**src/rtl/slcd_pkg.sv**
```systemverilog
// Package for the sync/length/checksum deframer.
// Holds phase and event codes, register indexes and the result record.
// No dependencies.
package slcd_pkg;

    localparam int unsigned BYTE_W     = 8;
    localparam int unsigned TICK_W     = 16;
    localparam int unsigned CFG_IDX_W  = 1;
    localparam int unsigned CFG_DATA_W = 16;
    localparam int unsigned S_DATA_W   = 8;
    localparam int unsigned S_USER_W   = 1;
    localparam int unsigned M_DATA_W   = 32;
    localparam int unsigned M_USER_W   = 2;

    localparam logic [BYTE_W-1:0] SYNC_RESET    = 8'hA5;
    localparam logic [TICK_W-1:0] TIMEOUT_RESET = 16'd100;
    localparam logic [TICK_W-1:0] IDLE_MAX      = 16'hFFFF;

    localparam logic [CFG_IDX_W-1:0] REG_SYNC_BYTE     = 1'd0;
    localparam logic [CFG_IDX_W-1:0] REG_TIMEOUT_TICKS = 1'd1;

    localparam logic ACT_BYTE = 1'b0;
    localparam logic ACT_TICK = 1'b1;

    typedef enum logic [2:0] {
        PH_HUNT = 3'd0,
        PH_CMD  = 3'd1,
        PH_LEN  = 3'd2,
        PH_DATA = 3'd3,
        PH_SUM  = 3'd4
    } phase_t;

    typedef enum logic [1:0] {
        EV_DATA    = 2'd0,
        EV_GOOD    = 2'd1,
        EV_BADSUM  = 2'd2,
        EV_TIMEOUT = 2'd3
    } event_t;

    typedef struct packed {
        logic              valid;
        event_t            kind;
        logic [BYTE_W-1:0] command;
        logic [BYTE_W-1:0] length;
        logic [BYTE_W-1:0] pbyte;
        logic [BYTE_W-1:0] pindex;
    } result_t;

endpackage

```
**src/rtl/sync_length_checksum_deframer.sv**
```systemverilog
// Top level of the sync/length/checksum deframer: config registers and output register.
// Output: a result is registered and appears on m_ in the cycle after its input transaction is accepted.
// Throughput: one transaction per cycle; s_tready drops only while a held result is stalled.
// Reset (aresetn low, synchronous): parser returns to sync hunt, counters clear,
// sync_byte = 0xA5, timeout_ticks = 100, output register empties.
module sync_length_checksum_deframer import slcd_pkg::*; (
    input  logic                  aclk,
    input  logic                  aresetn,
    input  logic                  s_tvalid,
    output logic                  s_tready,
    input  logic [S_DATA_W-1:0]   s_tdata,    // [7:0] rx_byte
    input  logic [S_USER_W-1:0]   s_tuser,    // [0] action
    output logic                  m_tvalid,
    input  logic                  m_tready,
    output logic [M_DATA_W-1:0]   m_tdata,    // [7:0] frame_command, [15:8] frame_length,
                                              // [23:16] payload_byte, [31:24] payload_index
    output logic [M_USER_W-1:0]   m_tuser,    // [1:0] event_kind
    input  logic                  cfg_valid,
    output logic                  cfg_ready,
    input  logic [CFG_IDX_W-1:0]  cfg_index,
    input  logic [CFG_DATA_W-1:0] cfg_data
);

    logic [BYTE_W-1:0]   sync_reg;
    logic [TICK_W-1:0]   timeout_reg;
    logic                out_valid_reg;
    logic [M_DATA_W-1:0] out_data_reg;
    logic [M_USER_W-1:0] out_user_reg;
    logic                accept;
    result_t             res;

    assign cfg_ready = 1'b1;
    assign s_tready  = !out_valid_reg || m_tready;
    assign accept    = s_tvalid && s_tready;

    always_ff @(posedge aclk) begin
        if (!aresetn) begin
            sync_reg    <= SYNC_RESET;
            timeout_reg <= TIMEOUT_RESET;
        end else if (cfg_valid) begin
            case (cfg_index)
                REG_SYNC_BYTE:     sync_reg    <= cfg_data[BYTE_W-1:0];
                REG_TIMEOUT_TICKS: timeout_reg <= cfg_data[TICK_W-1:0];
                default: begin
                end
            endcase
        end
    end

    slcd_core u_core (
        .aclk          (aclk),
        .aresetn       (aresetn),
        .accept        (accept),
        .action        (s_tuser[0]),
        .rx_byte       (s_tdata[BYTE_W-1:0]),
        .sync_byte     (sync_reg),
        .timeout_ticks (timeout_reg),
        .res           (res)
    );

    always_ff @(posedge aclk) begin
        if (!aresetn) begin
            out_valid_reg <= 1'b0;
        end else if (s_tready) begin
            out_valid_reg <= res.valid;
        end
    end

    always_ff @(posedge aclk) begin
        if (s_tready && res.valid) begin
            out_data_reg <= {res.pindex, res.pbyte, res.length, res.command};
            out_user_reg <= res.kind;
        end
    end

    assign m_tvalid = out_valid_reg;
    assign m_tdata  = out_data_reg;
    assign m_tuser  = out_user_reg;

endmodule

```
**src/rtl/slcd_core.sv**
```systemverilog
// Frame parser state machine: tracks phase, checksum, byte count and idle ticks.
// Produces at most one result per accepted transaction, combinationally.
// Depends on slcd_pkg.
module slcd_core import slcd_pkg::*; (
    input  logic              aclk,
    input  logic              aresetn,
    input  logic              accept,
    input  logic              action,
    input  logic [BYTE_W-1:0] rx_byte,
    input  logic [BYTE_W-1:0] sync_byte,
    input  logic [TICK_W-1:0] timeout_ticks,
    output result_t           res
);

    phase_t            phase_reg, phase_next;
    logic [BYTE_W-1:0] command_reg, command_next;
    logic [BYTE_W-1:0] length_reg, length_next;
    logic [BYTE_W-1:0] taken_reg, taken_next;
    logic [BYTE_W-1:0] sum_reg, sum_next;
    logic [TICK_W-1:0] idle_reg, idle_next;

    logic [TICK_W-1:0] idle_inc;
    logic              timed_out;
    logic [BYTE_W-1:0] taken_inc;

    assign idle_inc  = (idle_reg == IDLE_MAX) ? idle_reg : idle_reg + 1'b1;
    assign timed_out = (phase_reg != PH_HUNT) && (idle_inc >= timeout_ticks);
    assign taken_inc = taken_reg + 1'b1;

    // next state
    always_comb begin
        phase_next   = phase_reg;
        command_next = command_reg;
        length_next  = length_reg;
        taken_next   = taken_reg;
        sum_next     = sum_reg;
        idle_next    = idle_reg;
        if (accept) begin
            if (action == ACT_TICK) begin
                if (phase_reg != PH_HUNT) begin
                    if (timed_out) begin
                        phase_next = PH_HUNT;
                        idle_next  = '0;
                    end else begin
                        idle_next = idle_inc;
                    end
                end
            end else begin
                idle_next = '0;
                case (phase_reg)
                    PH_CMD: begin
                        command_next = rx_byte;
                        sum_next     = rx_byte;
                        phase_next   = PH_LEN;
                    end
                    PH_LEN: begin
                        length_next = rx_byte;
                        sum_next    = sum_reg + rx_byte;
                        taken_next  = '0;
                        phase_next  = (rx_byte == '0) ? PH_SUM : PH_DATA;
                    end
                    PH_DATA: begin
                        sum_next   = sum_reg + rx_byte;
                        taken_next = taken_inc;
                        if (taken_inc == length_reg) begin
                            phase_next = PH_SUM;
                        end
                    end
                    PH_SUM: begin
                        phase_next = PH_HUNT;
                    end
                    default: begin
                        phase_next = PH_HUNT;
                        if (rx_byte == sync_byte) begin
                            command_next = '0;
                            length_next  = '0;
                            taken_next   = '0;
                            sum_next     = '0;
                            phase_next   = PH_CMD;
                        end
                    end
                endcase
            end
        end
    end

    // outputs
    always_comb begin
        res.valid   = 1'b0;
        res.kind    = EV_DATA;
        res.command = command_reg;
        res.length  = length_reg;
        res.pbyte   = '0;
        res.pindex  = '0;
        if (accept) begin
            if (action == ACT_TICK) begin
                if (timed_out) begin
                    res.valid = 1'b1;
                    res.kind  = EV_TIMEOUT;
                end
            end else begin
                case (phase_reg)
                    PH_DATA: begin
                        res.valid  = 1'b1;
                        res.kind   = EV_DATA;
                        res.pbyte  = rx_byte;
                        res.pindex = taken_reg;
                    end
                    PH_SUM: begin
                        res.valid = 1'b1;
                        res.kind  = (rx_byte == sum_reg) ? EV_GOOD : EV_BADSUM;
                    end
                    default: begin
                        res.valid = 1'b0;
                    end
                endcase
            end
        end
    end

    always_ff @(posedge aclk) begin
        if (!aresetn) begin
            phase_reg   <= PH_HUNT;
            command_reg <= '0;
            length_reg  <= '0;
            taken_reg   <= '0;
            sum_reg     <= '0;
            idle_reg    <= '0;
        end else begin
            phase_reg   <= phase_next;
            command_reg <= command_next;
            length_reg  <= length_next;
            taken_reg   <= taken_next;
            sum_reg     <= sum_next;
            idle_reg    <= idle_next;
        end
    end

endmodule

```
**config.mk**
```make
export PLATFORM = sky130hd
export DESIGN_NAME = sync_length_checksum_deframer
export DESIGN_NICKNAME = d
export VERILOG_FILES = /design/src/rtl/slcd_pkg.sv /design/src/rtl/sync_length_checksum_deframer.sv /design/src/rtl/slcd_core.sv
export SDC_FILE = /design/constraint.sdc
export NUM_CORES = 1
export LEC_CHECK = 0
export BUFFER_PORTS_ARGS = -buffer_cell sky130_fd_sc_hd__buf_4
export CAP_MARGIN = 20
export CORE_UTILIZATION = 65
export CTS_BUF_LIST = sky130_fd_sc_hd__clkbuf_8
export CTS_CLUSTER_DIAMETER = 80
export DETAILED_ROUTE_END_ITERATION = 7
export GPL_TIMING_DRIVEN = 0
export PLACE_DENSITY = 0.87
export SYNTH_ARGS = -nofsm -noshare
export SYNTH_HDL_FRONTEND = slang
export SYNTH_SLANG_ARGS = --single-unit
```
**constraint.sdc**
```tcl
create_clock -name aclk -period 12.7 [get_ports aclk]
set_clock_uncertainty 0.05 [all_clocks]
set_input_delay 1.27 -clock aclk [delete_from_list [all_inputs] [get_ports aclk]]
set_output_delay 1.27 -clock aclk [all_outputs]
set_load 0.02 [all_outputs]
```
* Word level (Yosys, flattened, before mapping)
Index checks and enable logic that the tools add are counted.
** Word-level totals
- Register bits :: 110
- Input port bits :: 31
- Output and inout bits :: 37
- Logic and storage cells :: 82
** Operators by class
- $add $sub $neg :: 3
- $lt $le $gt $ge :: 1
- Eq/ne operators :: 11
- Multiplexer cells :: 22
- Bitwise gates (word level) :: 8
- Reduce and logical (&&, ||, !) cells :: 25
** Operators by type and width (number)
- 16-bit two-way mux :: 4
- 8-bit one-hot mux with 3 select lines :: 2
- 8-bit one-hot mux with 2 select lines :: 2
- 8-bit equality test :: 3
- 3-bit two-way mux :: 8
- 4-bit AND reduction :: 5
- 16-bit by 1-bit adder with 16-bit output (second input constant) :: 1
- 16-bit equality test (second input constant) :: 1
- 16-bit greater-or-equal comparator :: 1
- 3-bit one-hot mux with 4 select lines :: 1
- 3-bit nonzero test :: 3
- 3-bit OR reduction :: 3
- 8-bit by 1-bit adder with 8-bit output (second input constant) :: 1
- 8-bit adder :: 1
- 8-bit zero test :: 1
- 8-bit two-way mux :: 1
- 1-bit inverter :: 8
- 3-bit by 2-bit equality test with 1-bit output (second input constant) :: 2
- 2-bit AND reduction :: 3
- 2-bit OR reduction :: 3
- 2-bit two-way mux :: 2
- 2-bit by 1-bit inequality test with 1-bit output (second input constant) :: 2
- 2-bit nonzero test :: 2
- 3-bit by 1-bit equality test with 1-bit output (second input constant) :: 1
- 6 further kinds :: 9

* Logic depth before layout (Yosys ltp)
- Depth in word-level cells :: 8
- Mapped depth :: 14
- Mapped depth without buffers :: 12

* Modules after synthesis
Synthesis repeated with hierarchy kept, for this count alone.
** Unflattened totals
- Cell total of the unflattened synthesis :: 613
- Area, all modules :: 5866.9 µm²
** Modules (own cells, without submodules)
- slcd_core :: instances 1, cells an instance 464, area each 3756.1 µm², sequential area each 1021.0 µm²
- sync_length_checksum_deframer :: instances 1, cells an instance 149, area each 2110.8 µm², sequential area each 1521.5 µm²

* Worst setup path before layout
OpenSTA, ideal clock, no wires.
- Path kind :: register to register
- From :: register u_core.idle_reg[2]
- To :: register out_data_reg[0] (netlist: m_tdata[0]), enable pin
- Library setup time :: 470 ps
- Arrival time :: 5251 ps
- Slack :: 6929 ps
- Cell stages (with the launch flop) :: 12
- Period minus slack after synthesis :: 5771 ps
- Path through :: dfxtp_1 -> and4_1 -> nand4_2 -> buf_2 -> nor4_1 -> mux2_2 -> ha_1 -> nand2_1 -> nor4_1 -> a21boi_0 -> buf_2 -> nor3_1
** On the way
- Longest elaborated chain between the ends :: 8
** Ends and longest elaborated chain
- from (decl) :: RTL line slcd_core.sv:20 : logic [TICK_W-1:0] idle_reg, idle_next;
- from (signal assigned) :: RTL line slcd_core.sv:135 : idle_reg <= idle_next;
- 16-bit by 1-bit adder with 16-bit output or 16-bit equality test (tied branches) :: RTL line slcd_core.sv:26 : assign idle_inc = (idle_reg == IDLE_MAX) ? idle_reg : idle_reg + 1'b1;
- 16-bit two-way mux (*) :: RTL line slcd_core.sv:26
- 16-bit greater-or-equal comparator (*) :: RTL line slcd_core.sv:27 : assign timed_out = (phase_reg != PH_HUNT) && (idle_inc >= timeout_ticks);
- 1-bit logical AND (*) :: RTL line slcd_core.sv:27
- 3-bit two-way mux (*) :: RTL line slcd_core.sv:97 : if (timed_out) begin
- 3-bit two-way mux (*) :: RTL line slcd_core.sv:96 : if (action == ACT_TICK) begin
- 3-bit two-way mux (*) :: RTL line slcd_core.sv:95 : if (accept) begin
- 1-bit logical AND (*) :: RTL line sync_length_checksum_deframer.sv:70 : if (s_tready && res.valid) begin
- to (signal assigned) :: RTL line sync_length_checksum_deframer.sv:71 : out_data_reg <= {res.pindex, res.pbyte, res.length, res.command};
- to (decl) :: RTL line sync_length_checksum_deframer.sv:27 : logic [M_DATA_W-1:0] out_data_reg;
Every way passes the cells marked *; elsewhere a longest branch is shown, timed or not.
A chain may end at the register's enable or synchronous reset.

* Worst setup path in the final report
- From :: register u_core.idle_reg[4]
- To :: register out_data_reg[18] (netlist: m_tdata[18]), enable pin
Same word-level chain as after synthesis.

==> results.tsv <==
metric	value	unit
Synth Instances	651	
WL per Instance	17.2	µm
RePlAce Congestion	0.907	
largest family of logic cells by synthesized area	simple AND/OR/NAND/NOR gates	
GRT Util Overall	0.308	
Min Clock Period, post-route	4630	ps
num ports	68	
async set or reset register ratio after synthesis	0	
crit share post-route	0.365	
ys flop type	dfxtp_1	
Synth area leaders	dfxtp_1, edfxtp_1, ha_1	
share of cells above drive strength 1	0.155	
PortBufs	64	
vias in the first global route	4868	
final design area excluding fillers	6770	µm²
total global routing overflow	0	
Nets	786	
TritonCTS clock tree	yes	
synthesized area	5950	µm²
post-synthesis cell type count	74	
post-route ant nets	0	
top-area cell type share of the netlist area	0.256	
final wirelength	14500	µm
Yosys warnings	0	
Synth Area in Simple Gates	0.218	
crit end category	flip-flop	
area grow syn2layout	13.9	%
cts bufs inserted	9	
CP Class	reg -> reg	
vias per cell	6.27	
sequential-to-total area share from yosys stat	0.428	
global-route wire length before repair	23200	µm
mux cell area share after synthesis	0.0282	
largest net degree at the start of global routing	19	
cts hold-fix bufs	0	
maximum buffer depth of the clock tree	2	
Post-CTS Setup Bufs	0	
XOR/XNOR Fraction of Synth Area	0.0471	
CP cell instances	and4_1 -> nand4_2 -> buf_2 -> nor4_1 -> mux2_2 -> ha_1 -> nand2_1 -> nor4_1 -> a21boi_0 -> buf_2 -> nor3_2 -> buf_6	
Syn Nets	708	
drt pass-1 iters	7	
worst path bufs/invs	3	
Clock Sinks	110	
f_max	0.216	GHz
Initial DRC Count	388	
nature of the critical path startpoint	flip-flop	
hold crit path type	reg -> reg	
clock root buffer	clkbuf_8	
initial antenna violation count	0	
Post-Syn Area per Cell	9.14	µm²
worst path required time	12740	ps
failing checks	DRC	
DP HPWL	10700	µm
Yosys reg bits	110	
Slew HR	0.431	
family with the most delay on the worst path	simple AND/OR/NAND/NOR gates	
setup TNS	0	ps
# diodes	0	
RSZ-0062 raised after global routing	no	
Pins Over Slew Limit	0	
final hold violations	0	
initial core utilization	0.675	
status	finished, violations left	
die height	97.7	µm
total vias in the final route	5277	
Pwr Density	93.7	nW/µm²
CP max stage delay	550	ps
Clk Latency, worst-skew pair	390	ps
Peak VDD IR	0.0622	mV
Area after DPL	6600	µm²
Post-CTS Resized	0	
Worst Path Max Fanout	14	
H-tree depth	3	
slowest CP cell	nor3_2	
Adder-Cell Fraction of Synth Area	0.0595	
Synth Area in Compound Gates	0.178	
LEAKAGE	0.00263	µW
EDFF count, synth	34	
cell taking the most area after synthesis	dfxtp_1	
count leader, synth	nand2_1	
row cnt	34	
Clock transition at path regs	110	ps
area of the core	8810	µm²
Die W	97.7	µm
MaxCap Viol Count	0	
CP Data Arrival Time	4670	ps
most frequent cells after synthesis	nand2_1, dfxtp_1, a21oi_1, nor2_1, edfxtp_1	
max reg flops	32	
Setup Viol. Count Final	0	
DRC viols	6	
Slew @ Worst Pin	847	ps
Die ar.	9540	µm²
==> per-stage QoR <==
stage	worst slack (ps)	util	cells	hold WS, ps	power (µW)
finish	8070	0.769	842	389	634
global placement	5430	0.745	823	362	443
CTS	8100	0.769	842	389	633
floorplan	6930	-	651	358	420
detailed placement	8250	0.750	826	366	446
global route	7830	0.769	842	396	653
==> per-layer routing <==
metal / global-route usage / part of all wire / vias to the layer above
li1: - / - / 2528
met1: 0.383 / 0.41 / 2435
met2: 0.519 / 0.48 / 260
met3: 0.0396 / 0.069 / 54
met4: 0.166 / 0.039 / 0
met5: 0 / 0 / -
==> final timing paths <==
kind                                                          from                   endpoint  slack [ps]  cells after the start
worst min register to register  u_core.command_reg[3]$_SDFFE_PN0P_       m_tdata[3]$_DFFE_PP_         390                      0
worst max-delay path               u_core.idle_reg[4]$_SDFFE_PN0P_  m_tdata[18]$_SDFFCE_PP0P_        8070                     12
worst min-delay path            u_core.command_reg[3]$_SDFFE_PN0P_       m_tdata[3]$_DFFE_PP_         390                      0
worst max register to register     u_core.idle_reg[4]$_SDFFE_PN0P_  m_tdata[18]$_SDFFCE_PP0P_        8070                     12
==> layout make-up <==
| class | instances | area [µm²] |
|---|---|---|
| Sequential cell | 110 | 2540 |
| Clock buffer | 9 | 124 |
| Clock inverter | 7 | 47.5 |
| Fill cell | 653 | 2030 |
| Timing Repair Buffer | 67 | 514 |
| Buffer | 36 | 148 |
| Inverter | 26 | 97.6 |
| Tap cell | 108 | 135 |
| Multi-Input combinational cell | 479 | 3160 |
==> cells by family after synthesis <==
group | after synthesis
flops | 110
buf+inv | 62
other cells | 1
fa+ha+maj | 28
mux | 16
simple gates | 250
xor+xnor | 32
compound gates | 152
==> placed cells by master, fill, tap and decap left out, types with 18 or more instances in the layout <==
cell,n
a21oi_1,51
and2_1,26
buf_4,65
clkbuf_1,28
dfxtp_1,76
edfxtp_1,34
ha_1,25
inv_1,25
nand2_1,80
nand3_1,20
nor2_1,48
xor2_1,18
==> where the power goes <==
part	internal [µW]	leakage (µW)	switching [µW]
Sequential	367	0.000948	3.61
Clock	72.0	0.0000843	123
Combinational	25.3	0.00160	43.1
Total	464	0.00263	170
No activity file was read; power rests on OpenSTA's default activity.
